## src/rtl/blfs_pkg.sv

```systemverilog
// Package for the bounded list filter/sum core: types, codes and helpers.
`default_nettype none
package blfs_pkg;

    localparam int DEPTH_DEF = 32;
    localparam int POS_W     = 7;
    localparam int DATA_W    = 32;

    localparam logic [2:0] OP_APPEND_CHAR = 3'd0;
    localparam logic [2:0] OP_APPEND_NUM  = 3'd1;
    localparam logic [2:0] OP_REMOVE      = 3'd2;
    localparam logic [2:0] OP_SUM         = 3'd3;
    localparam logic [2:0] OP_READ        = 3'd4;

    localparam logic [1:0] STAT_OK    = 2'd0;
    localparam logic [1:0] STAT_FULL  = 2'd1;
    localparam logic [1:0] STAT_EMPTY = 2'd2;

    localparam logic [7:0] CHAR_ZERO = 8'h30;
    localparam logic [7:0] CHAR_NINE = 8'h39;

    typedef enum logic [1:0] {
        ST_IDLE,
        ST_SINGLE,
        ST_WALK,
        ST_FIN
    } state_t;

    typedef struct packed {
        logic [2:0]               operation;
        logic signed [DATA_W-1:0] value;
    } in_t;

    typedef struct packed {
        logic [1:0]               status;
        logic signed [DATA_W-1:0] data;
        logic [5:0]               entry_count;
        logic                     last;
    } out_t;

    typedef struct packed {
        logic             shift;
        logic             wr;
        logic [POS_W-1:0] pos;
    } cell_ctrl_t;

    function automatic logic [DATA_W-1:0] char_value(input logic [7:0] ch);
        logic [7:0] v;
        v = ch;
        if (ch >= CHAR_ZERO && ch <= CHAR_NINE) begin
            v = ch - CHAR_ZERO;
        end
        return {{(DATA_W-8){1'b0}}, v};
    endfunction

endpackage
`default_nettype wire

```

## src/rtl/blfs_cell.sv

```systemverilog
// One list cell: holds an entry, shifts from its neighbor or loads the broadcast word.
`default_nettype none
module blfs_cell #(
    parameter int INDEX = 0
) (
    input  wire logic                           aclk,
    input  wire blfs_pkg::cell_ctrl_t           ctrl,
    input  wire logic [blfs_pkg::DATA_W-1:0]    shift_in,
    input  wire logic [blfs_pkg::DATA_W-1:0]    wr_data,
    output logic      [blfs_pkg::DATA_W-1:0]    q
);

    logic [blfs_pkg::DATA_W-1:0] q_reg;
    logic [blfs_pkg::DATA_W-1:0] q_next;

    always_comb begin
        q_next = q_reg;
        if (ctrl.wr && ctrl.pos == blfs_pkg::POS_W'(INDEX)) begin
            q_next = wr_data;
        end else if (ctrl.shift) begin
            q_next = shift_in;
        end
    end

    always_ff @(posedge aclk) begin
        q_reg <= q_next;
    end

    assign q = q_reg;

endmodule
`default_nettype wire

```

## src/rtl/bounded_list_filter_sum_core.sv

```systemverilog
// Bounded list core: append, remove-all with compaction, sum and readout over a cell chain.
// Append and unused codes: one result once the output is free; new requests only in idle.
// Remove and sum: a walk over every entry, then the result once the output is free.
// Readout: one result per entry, at one result per cycle while the output is free.
// Empty list for remove, sum or readout: a single result with empty status.
// Reset (aresetn low, synchronous) clears count, control and output valid, not the entries.
`default_nettype none
module bounded_list_filter_sum_core #(
    parameter int DEPTH = blfs_pkg::DEPTH_DEF
) (
    input  wire logic           aclk,
    input  wire logic           aresetn,
    input  wire logic           s_valid,
    output logic                s_ready,
    input  wire blfs_pkg::in_t  s_data,
    output logic                m_valid,
    input  wire logic           m_ready,
    output blfs_pkg::out_t      m_data
);

    localparam int CNT_W = $clog2(DEPTH + 1);

    blfs_pkg::state_t state_reg, state_next;
    logic [2:0]                  op_reg, op_next;
    logic [blfs_pkg::DATA_W-1:0] val_reg, val_next;
    logic [CNT_W-1:0]            count_reg, count_next;
    logic [CNT_W-1:0]            steps_reg, steps_next;
    logic [blfs_pkg::DATA_W-1:0] acc_reg, acc_next;
    logic                        m_valid_reg, m_valid_next;
    blfs_pkg::out_t              m_data_reg, m_data_next;

    blfs_pkg::cell_ctrl_t        ctrl;
    logic [blfs_pkg::DATA_W-1:0] wr_data;
    logic [blfs_pkg::DATA_W-1:0] cell_q [DEPTH];
    logic [blfs_pkg::DATA_W-1:0] head;
    logic                        out_free;
    logic                        walk_go;
    logic                        keep;
    logic                        full;
    logic                        is_append;
    logic                        is_walk_op;
    logic                        in_walk_op;
    logic [blfs_pkg::POS_W-1:0]  cnt_ext;
    logic [blfs_pkg::POS_W-1:0]  cnt_next_ext;

    genvar gi;
    generate
        for (gi = 0; gi < DEPTH; gi++) begin : g_cell
            logic [blfs_pkg::DATA_W-1:0] nb;
            if (gi == DEPTH - 1) begin : g_end
                assign nb = cell_q[gi];
            end else begin : g_mid
                assign nb = cell_q[gi+1];
            end
            blfs_cell #(
                .INDEX(gi)
            ) u_cell (
                .aclk    (aclk),
                .ctrl    (ctrl),
                .shift_in(nb),
                .wr_data (wr_data),
                .q       (cell_q[gi])
            );
        end
    endgenerate

    assign head       = cell_q[0];
    assign out_free   = !m_valid_reg || m_ready;
    assign walk_go    = (state_reg == blfs_pkg::ST_WALK)
                        && (op_reg != blfs_pkg::OP_READ || out_free);
    assign keep       = (op_reg != blfs_pkg::OP_REMOVE) || (head != val_reg);
    assign full       = (count_reg == CNT_W'(DEPTH));
    assign is_append  = (op_reg == blfs_pkg::OP_APPEND_CHAR)
                        || (op_reg == blfs_pkg::OP_APPEND_NUM);
    assign is_walk_op = (op_reg == blfs_pkg::OP_REMOVE) || (op_reg == blfs_pkg::OP_SUM)
                        || (op_reg == blfs_pkg::OP_READ);
    assign in_walk_op = (s_data.operation == blfs_pkg::OP_REMOVE)
                        || (s_data.operation == blfs_pkg::OP_SUM)
                        || (s_data.operation == blfs_pkg::OP_READ);
    assign cnt_ext      = blfs_pkg::POS_W'(count_reg);
    assign cnt_next_ext = blfs_pkg::POS_W'(count_next);

    // next state
    always_comb begin
        state_next = state_reg;
        case (state_reg)
            blfs_pkg::ST_IDLE: begin
                if (s_valid) begin
                    if (in_walk_op && count_reg != '0) begin
                        state_next = blfs_pkg::ST_WALK;
                    end else begin
                        state_next = blfs_pkg::ST_SINGLE;
                    end
                end
            end
            blfs_pkg::ST_SINGLE: begin
                if (out_free) begin
                    state_next = blfs_pkg::ST_IDLE;
                end
            end
            blfs_pkg::ST_WALK: begin
                if (walk_go && steps_reg == CNT_W'(1)) begin
                    if (op_reg == blfs_pkg::OP_READ) begin
                        state_next = blfs_pkg::ST_IDLE;
                    end else begin
                        state_next = blfs_pkg::ST_FIN;
                    end
                end
            end
            blfs_pkg::ST_FIN: begin
                if (out_free) begin
                    state_next = blfs_pkg::ST_IDLE;
                end
            end
            default: begin
                state_next = blfs_pkg::ST_IDLE;
            end
        endcase
    end

    // datapath and outputs
    always_comb begin
        op_next      = op_reg;
        val_next     = val_reg;
        count_next   = count_reg;
        steps_next   = steps_reg;
        acc_next     = acc_reg;
        m_valid_next = m_valid_reg && !m_ready;
        m_data_next  = m_data_reg;
        ctrl         = '0;
        wr_data      = head;
        s_ready      = 1'b0;
        case (state_reg)
            blfs_pkg::ST_IDLE: begin
                s_ready = 1'b1;
                if (s_valid) begin
                    op_next    = s_data.operation;
                    val_next   = s_data.value;
                    steps_next = count_reg;
                    acc_next   = '0;
                end
            end
            blfs_pkg::ST_SINGLE: begin
                wr_data = (op_reg == blfs_pkg::OP_APPEND_CHAR)
                          ? blfs_pkg::char_value(val_reg[7:0]) : val_reg;
                if (out_free) begin
                    m_valid_next     = 1'b1;
                    m_data_next.data = '0;
                    m_data_next.last = 1'b1;
                    if (is_append) begin
                        if (full) begin
                            m_data_next.status = blfs_pkg::STAT_FULL;
                        end else begin
                            ctrl.wr            = 1'b1;
                            ctrl.pos           = cnt_ext;
                            count_next         = count_reg + CNT_W'(1);
                            m_data_next.status = blfs_pkg::STAT_OK;
                        end
                    end else if (is_walk_op) begin
                        m_data_next.status = blfs_pkg::STAT_EMPTY;
                    end else begin
                        m_data_next.status = blfs_pkg::STAT_OK;
                    end
                    m_data_next.entry_count = cnt_next_ext[5:0];
                end
            end
            blfs_pkg::ST_WALK: begin
                if (walk_go) begin
                    ctrl.shift = 1'b1;
                    ctrl.pos   = cnt_ext - blfs_pkg::POS_W'(1);
                    if (keep) begin
                        ctrl.wr = 1'b1;
                    end else begin
                        count_next = count_reg - CNT_W'(1);
                    end
                    acc_next   = acc_reg + head;
                    steps_next = steps_reg - CNT_W'(1);
                    if (op_reg == blfs_pkg::OP_READ) begin
                        m_valid_next            = 1'b1;
                        m_data_next.status      = blfs_pkg::STAT_OK;
                        m_data_next.data        = head;
                        m_data_next.entry_count = cnt_ext[5:0];
                        m_data_next.last        = (steps_reg == CNT_W'(1));
                    end
                end
            end
            blfs_pkg::ST_FIN: begin
                if (out_free) begin
                    m_valid_next            = 1'b1;
                    m_data_next.status      = blfs_pkg::STAT_OK;
                    m_data_next.data        = (op_reg == blfs_pkg::OP_SUM) ? acc_reg : '0;
                    m_data_next.entry_count = cnt_ext[5:0];
                    m_data_next.last        = 1'b1;
                end
            end
            default: begin
                s_ready = 1'b0;
            end
        endcase
    end

    always_ff @(posedge aclk) begin
        if (!aresetn) begin
            state_reg   <= blfs_pkg::ST_IDLE;
            count_reg   <= '0;
            m_valid_reg <= 1'b0;
        end else begin
            state_reg   <= state_next;
            count_reg   <= count_next;
            m_valid_reg <= m_valid_next;
        end
    end

    always_ff @(posedge aclk) begin
        op_reg     <= op_next;
        val_reg    <= val_next;
        steps_reg  <= steps_next;
        acc_reg    <= acc_next;
        m_data_reg <= m_data_next;
    end

    assign m_valid = m_valid_reg;
    assign m_data  = m_data_reg;

endmodule
`default_nettype wire
```

## config.mk

```make
export PLATFORM = sky130hd
export DESIGN_NAME = bounded_list_filter_sum_core
export DESIGN_NICKNAME = d
export VERILOG_FILES = /design/src/rtl/blfs_pkg.sv /design/src/rtl/blfs_cell.sv /design/src/rtl/bounded_list_filter_sum_core.sv
export SDC_FILE = /design/constraint.sdc
export NUM_CORES = 2
export LEC_CHECK = 0
export BUFFER_PORTS_ARGS = -buffer_cell sky130_fd_sc_hd__buf_2
export CORE_MARGIN = 5
export CORE_UTILIZATION = 55
export CTS_CLUSTER_SIZE = 14
export DETAILED_ROUTE_END_ITERATION = 8
export GPL_ROUTABILITY_DRIVEN = 0
export GPL_TIMING_DRIVEN = 0
export PLACE_DENSITY_LB_ADDON = 0.1
export SYNTH_ARGS = -nofsm -noshare
export SYNTH_HDL_FRONTEND = slang
export SYNTH_SLANG_ARGS = --single-unit
```

## constraint.sdc

```tcl
create_clock -name aclk -period 5.6 [get_ports aclk]
set_input_delay 0.84 -clock aclk [delete_from_list [all_inputs] [get_ports aclk]]
set_output_delay 0.84 -clock aclk [all_outputs]
set_load 0.01 [all_outputs]
```

Word-level counts from Yosys, hierarchy flattened. Index checks and enable logic that the tools add are counted.

Bits of input ports: 39. Output and inout bits: 43. Logic and storage cells: 297. Register bits after elaboration: 1147.

Add/sub/neg operators: 6. Equal/unequal tests: 53. Multiplexer cells: 104. Order comparisons: 2. Reductions and logical operators: 89.

Operator list (count): $mux W32 (67); $mux W41 (4); $pmux W41 S3 (1); $eq A7 B5 Y1 const B (16); $pmux W32 S2 (1); $reduce_bool A2 Y1 (32); $eq A7 B4 Y1 const B (8); $mux W6 (7); $logic_and A1 B1 Y1 (37); $add A32 B32 Y32 (1); $mux W8 (4); $ne A32 B32 Y1 (1); $eq A7 B3 Y1 const B (4); $pmux W6 S2 (2); $pmux W8 S2 (1); $eq A7 B2 Y1 const B (2); $mux W2 (7); $eq A3 B2 Y1 const B (4); $sub A6 B1 Y6 const B (2); $mux W9 (1); $ge A8 B6 Y1 const B (1); $le A8 B6 Y1 const B (1); $logic_or A1 B1 Y1 (8); $ne A2 B2 Y1 const B (4); 26 further kinds (38).

Depth between registers and ports, before layout.
Depth after elaboration: 9. Gate-level depth with buffers: 14. Gate-level depth less buffers: 11.

Hierarchy. From an unflattened synthesis, not the netlist that was laid out.

Cells, all modules: 2972. Area, all modules: 55732.2 um^2.

By module, submodules not included: blfs_cell at g_cell[0].u_cell ... (area an instance 1503.9 um^2, cells each 71, instances 9, seq. area each 960.9 um^2); blfs_cell at g_cell[1].u_cell ... (area an instance 1506.4 um^2, cells each 71, instances 8, seq. area each 960.9 um^2); bounded_list_filter_sum_core (area an instance 7503.4 um^2, cells each 700, instances 1, seq. area each 3603.5 um^2); blfs_cell at g_cell[11].u_cell ... (area an instance 1521.5 um^2, cells each 71, instances 4, seq. area each 960.9 um^2); blfs_cell at g_cell[23].u_cell ... (area an instance 1510.2 um^2, cells each 71, instances 4, seq. area each 960.9 um^2); blfs_cell at g_cell[12].u_cell ... (area an instance 1519.0 um^2, cells each 71, instances 2, seq. area each 960.9 um^2); blfs_cell at g_cell[19].u_cell ... (area an instance 1507.7 um^2, cells each 71, instances 2, seq. area each 960.9 um^2); blfs_cell at g_cell[31].u_cell (area an instance 1565.3 um^2, cells each 71, instances 1, seq. area each 960.9 um^2); blfs_cell at g_cell[16].u_cell (area an instance 1501.4 um^2, cells each 71, instances 1, seq. area each 960.9 um^2); blfs_cell at g_cell[15].u_cell (area an instance 1395.1 um^2, cells each 71, instances 1, seq. area each 960.9 um^2).

Worst setup path after synthesis. No wires, ideal clock.

Path kind: flip-flop to flip-flop. Start: register state_reg[0]. End: register acc_reg[0] (netlist bit), enable pin. Setup time: 0.503 ns. Period minus slack after synthesis: 4.731 ns. Required time: 5.097 ns. Setup slack: 0.869 ns. Arrival time: 4.228 ns. Cell stages (with the launch flop): 7. Buffers on the path: 3. Path through: dfxtp_1 -> inv_1 -> ha_1 -> clkbuf_1 -> clkbuf_1 -> clkbuf_1 -> a311oi_1.

Cells in the longest elaborated chain, start to end: 4. Elaborated cells between the ends (all ways): 7. Those cells by class: 3 x eq/ne; 4 x reduce/logical.

Ends and longest elaborated chain: start: declaration (RTL line bounded_list_filter_sum_core.sv:23) `blfs_pkg::state_t state_reg, state_next;`; start signal: assignment (RTL line bounded_list_filter_sum_core.sv:204) `state_reg <= blfs_pkg::ST_IDLE;`; start signal: assignment (RTL line bounded_list_filter_sum_core.sv:208) `state_reg <= state_next;`; $eq A2 B2 Y1 (RTL line bounded_list_filter_sum_core.sv:69, bounded_list_filter_sum_core.sv:133); $logic_and A1 B1 Y1 (RTL line bounded_list_filter_sum_core.sv:70) `&& (op_reg != blfs_pkg::OP_READ || out_free);`; $ne A2 B2 Y1 (no source line); $reduce_and A3 Y1 (no source line) *; end signal: assignment (RTL line bounded_list_filter_sum_core.sv:218) `acc_reg <= acc_next;`; end: declaration (RTL line bounded_list_filter_sum_core.sv:28) `logic [blfs_pkg::DATA_W-1:0] acc_reg, acc_next;`.

Mark *: on every way between the ends. The rest lies on a longest branch, timed or not. A chain may end at the register's enable or synchronous reset.

Worst setup path in the final report.
Start: register count_reg[0]. End: register g_cell[30].u_cell.q_reg, in the netlist g_cell[30].u_cell.q[8], enable pin.

Cells in the longest elaborated chain, start to end: 8. Elaborated cells between the ends (all ways): 10. Those cells by class: 1 x add/sub; 2 x eq/ne; 5 x mux; 2 x reduce/logical.

Ends and longest elaborated chain: start: declaration (RTL line bounded_list_filter_sum_core.sv:26) `logic [CNT_W-1:0] count_reg, count_next;`; start signal: assignment (RTL line bounded_list_filter_sum_core.sv:209) `count_reg <= count_next;`; branches (longest 4 deep; another with $sub A6 B1 Y7); $pmux W8 S2 * (RTL line bounded_list_filter_sum_core.sv:133) `case (state_reg)`; $eq A7 B5 Y1 (RTL line blfs_cell.sv:18) `if (ctrl.wr && ctrl.pos == blfs_pkg::POS_W'(INDEX)) begin`; $logic_and A1 B1 Y1 * (RTL line blfs_cell.sv:18); $reduce_bool A2 Y1 (no source line) *; end signal: assignment (RTL line blfs_cell.sv:26) `q_reg <= q_next;`; end: declaration (RTL line blfs_cell.sv:13) `logic [blfs_pkg::DATA_W-1:0] q_reg;`.

Mark *: on every way between the ends.

==> flow_metrics.py <==
metrics = {
    "route": {
        "top_layer": "met4",
        "drcViolationCount": 0,
        "detail_route.wirelength.met1_um": 37700,
        "vias": 25710,
        "post_drt_wl_per_cell_um": 20.91,
        "initialDrtViolationCount": 1368,
        "ant_nets": 0,
        "finalWirelength_um": 94620,
        "routed-wl-met3_um": 3941,
        "viasPerCell": 5.684,
        "met2RoutedLength_um": 49540,
        "drt_first_pass_iters": 6,
    },
    "global_routing": {
        "grt_first_pass_wirelength_um": 149800,
        "grt_max_degree": 40,
        "grt_antenna_before_repair": 3,
        "grt_pass1_vias": 26820,
        "gr-usage-all-layers_pct": 19.19,
        "grt_total_ovfl": 0,
    },
    "timing": {
        "rsz0062_at_grt": "no",
        "max-slew-margin-rel_pct": 7.689,
        "timing.final.setup_violations": 0,
        "period_utilisation_layout_pct": 93.03,
        "totalNegativeSetupSlack_ps": 0,
        "tightest_slew_ps": 1370,
        "final_period_minus_worst_setup_slack_ps": 5210,
        "report.final.hold_viol_count": 0,
        "holdWs_ps": 328.5,
        "fmax_ghz": 0.1920,
        "finClkSkew_ps": 38.18,
        "report.final.slew_viol_count": 0,
    },
    "logic_synthesis": {
        "netlist_instances": 3032,
        "avgSynthCellArea_um2": 16.72,
        "synth.net_count": 3113,
        "mappedNetlistArea_um2": 50710,
        "synth-async-reset-ratio_pct": 0,
        "synth.lib_cells_used.distinct": 68,
        "synth_top_area_cell": "sky130_fd_sc_hd__edfxtp_1",
        "synth_seq_cells": 1147,
        "synth_largest_type_area_fraction_pct": 67.39,
        "synth.yosys.warnings": 0,
        "yosys-top-cells-area": "sky130_fd_sc_hd__edfxtp_1, sky130_fd_sc_hd__mux2_2, sky130_fd_sc_hd__mux2_1, sky130_fd_sc_hd__clkbuf_1, sky130_fd_sc_hd__ha_1",
        "seq_area_frac_synth_pct": 67.75,
        "synth-edff-count": 1138,
        "synth-main-ff-cell": "sky130_fd_sc_hd__edfxtp_1",
    },
    "floorplan": {
        "std_cell_rows": 111,
        "dieHeight_um": 313.6,
        "floorplan.initialDensity_pct": 55.40,
        "die_x_um": 313.6,
        "die-area_um2": 98370,
        "floorplan.io_pins": 82,
        "core_region_area_um2": 91520,
    },
    "placed_design": {
        "portBuffers": 80,
        "hpwl_um": 71100,
        "placed_area_um2": 52680,
    },
    "clock_network": {
        "postCtsSetupBuffers": 0,
        "numCtsBuffers": 118,
        "post_cts_hold_buffer_count": 0,
        "cts_tree": "built",
        "clk-insertion-delay-late_ps": 700,
        "cts.clk_slew.worst_paths_ps": 60,
        "cts_htree_levels": 3,
        "cts-root-buf": "sky130_fd_sc_hd__clkbuf_16",
        "ctsLongestPathBuffers": 3,
        "cts_resized": 0,
        "cts_num_sinks": 1147,
    },
    "hold_path": {
        "hold_path_depth": 1,
        "worst_hold_path_type": "in -> reg",
    },
    "cells_and_area": {
        "largest_register_ffs": 1024,
        "nets": 3318,
        "layout.core_utilization_pct": 61.64,
        "areaGrowthSynthToFinish_pct": 11.25,
        "layout_commonest_cell": "sky130_fd_sc_hd__edfxtp_1",
        "final_design_area_no_fill_um2": 56410,
        "final_cell_mix": "sky130_fd_sc_hd__edfxtp_1, sky130_fd_sc_hd__mux2_2, sky130_fd_sc_hd__clkbuf_1",
        "post_route_cells_drive_above_1_share_pct": 36.78,
    },
    "run": {
        "cap_viol_max_count": 0,
    },
    "critical_path": {
        "timing.critical_path.to_type": "flip-flop",
        "r2r_cells": 12,
        "startpoint_type": "flip-flop",
        "required_ps": 5920,
        "worst-setup-path-type": "reg -> reg",
        "worstPathArrival_ps": 5530,
        "critPathMaxFanout": 32,
    },
    "run_status": {
        "outcome": "finished, final reports clean",
    },
    "pwr": {
        "total_leakage_power_nw": 19.30,
        "power.density_nw_per_um2": 479.5,
        "max_ir_drop_vdd_mv": 0.3603,
    },
}
## cells in the mapped netlist, drive strengths merged, types with 5 or more instances
cell    count
a21o       19
ha         41
and3        6
a21oi      40
a22oi       5
nor4        9
inv        36
nand2     125
o21ai      59
or2        10
and2       31
mux2i       5
nor3       14
dfxtp       9
buf        88
clkbuf    145
a22o       34
xnor2      18
nand4      10
edfxtp   1138
nand2b     13
nor2b      11
mux2      998
a31oi       7
nand3      14
nor2       37
xor2       41
## routing by layer
metal,vias to the layer above,global-route usage [%]
met2,543,34.98
met4,0,6.820
met5,-,0
met1,12780,23.26
met3,211,2.980
li1,12180,-
## kinds of logic after synthesis
group                    share of synthesized area [%]
buffers and inverters                            2.159
flip-flops                                       67.75
multiplexers                                     22.26
AND/OR/NAND/NOR                                  2.885
XOR/XNOR                                         1.019
adder cells (fa/ha/maj)                          1.051
AO/OA/AOI/OAI                                    2.877
## final timing paths
kind	from	endpoint	slack (ps)
setup / recovery	count_reg[0]	g_cell[30].u_cell.q[8]	390
hold / removal	s_data[30]	val_reg[30]	330
setup reg to reg	count_reg[0]	g_cell[30].u_cell.q[8]	390
hold reg to reg	g_cell[12].u_cell.q[25]	g_cell[11].u_cell.q[25]	510
## layout make-up
type | count | area, µm²
Antenna cell | 5 | 12.51
Buffer | 233 | 955.9
Clock buffer | 154 | 3162
Clock inverter | 62 | 478.0
Fill cell | 6761 | 35110
Inverter | 37 | 138.9
Multi-Input combinational cell | 1615 | 15340
Sequential cell | 1147 | 34350
Tap cell | 1186 | 1484
Timing Repair Buffer | 85 | 485.5
## worst max-delay path: stages (launching register included)
cell	delay [ps]
sky130_fd_sc_hd__dfxtp_1	330
sky130_fd_sc_hd__clkbuf_1	230
sky130_fd_sc_hd__inv_1	220
sky130_fd_sc_hd__ha_1	330
sky130_fd_sc_hd__nor4b_2	570
sky130_fd_sc_hd__nand2_1	280
sky130_fd_sc_hd__ha_1	290
sky130_fd_sc_hd__a22oi_1	290
sky130_fd_sc_hd__nand2_1	140
sky130_fd_sc_hd__nor2_1	610
sky130_fd_sc_hd__nand2_1	450
sky130_fd_sc_hd__clkbuf_1	390
sky130_fd_sc_hd__nand2_2	690
## where the power goes
part | switching, mW | internal [mW]
combinational | 4.32 | 2.18
clock | 3.14 | 4.22
sequential | 0.641 | 12.5
total | 8.10 | 18.9
## metrics by stage
stage	std cells	worst slack (ps)	power, mW
after floorplan	3032	868.7	17.54
after global placement	4298	-1735	19.54
after detailed placement	4302	-99.72	19.92
after CTS	4518	65.88	27.38
after global routing	4519	141.0	28.51
final	4524	390.3	27.05
Power figures use the tool's default switching activity.
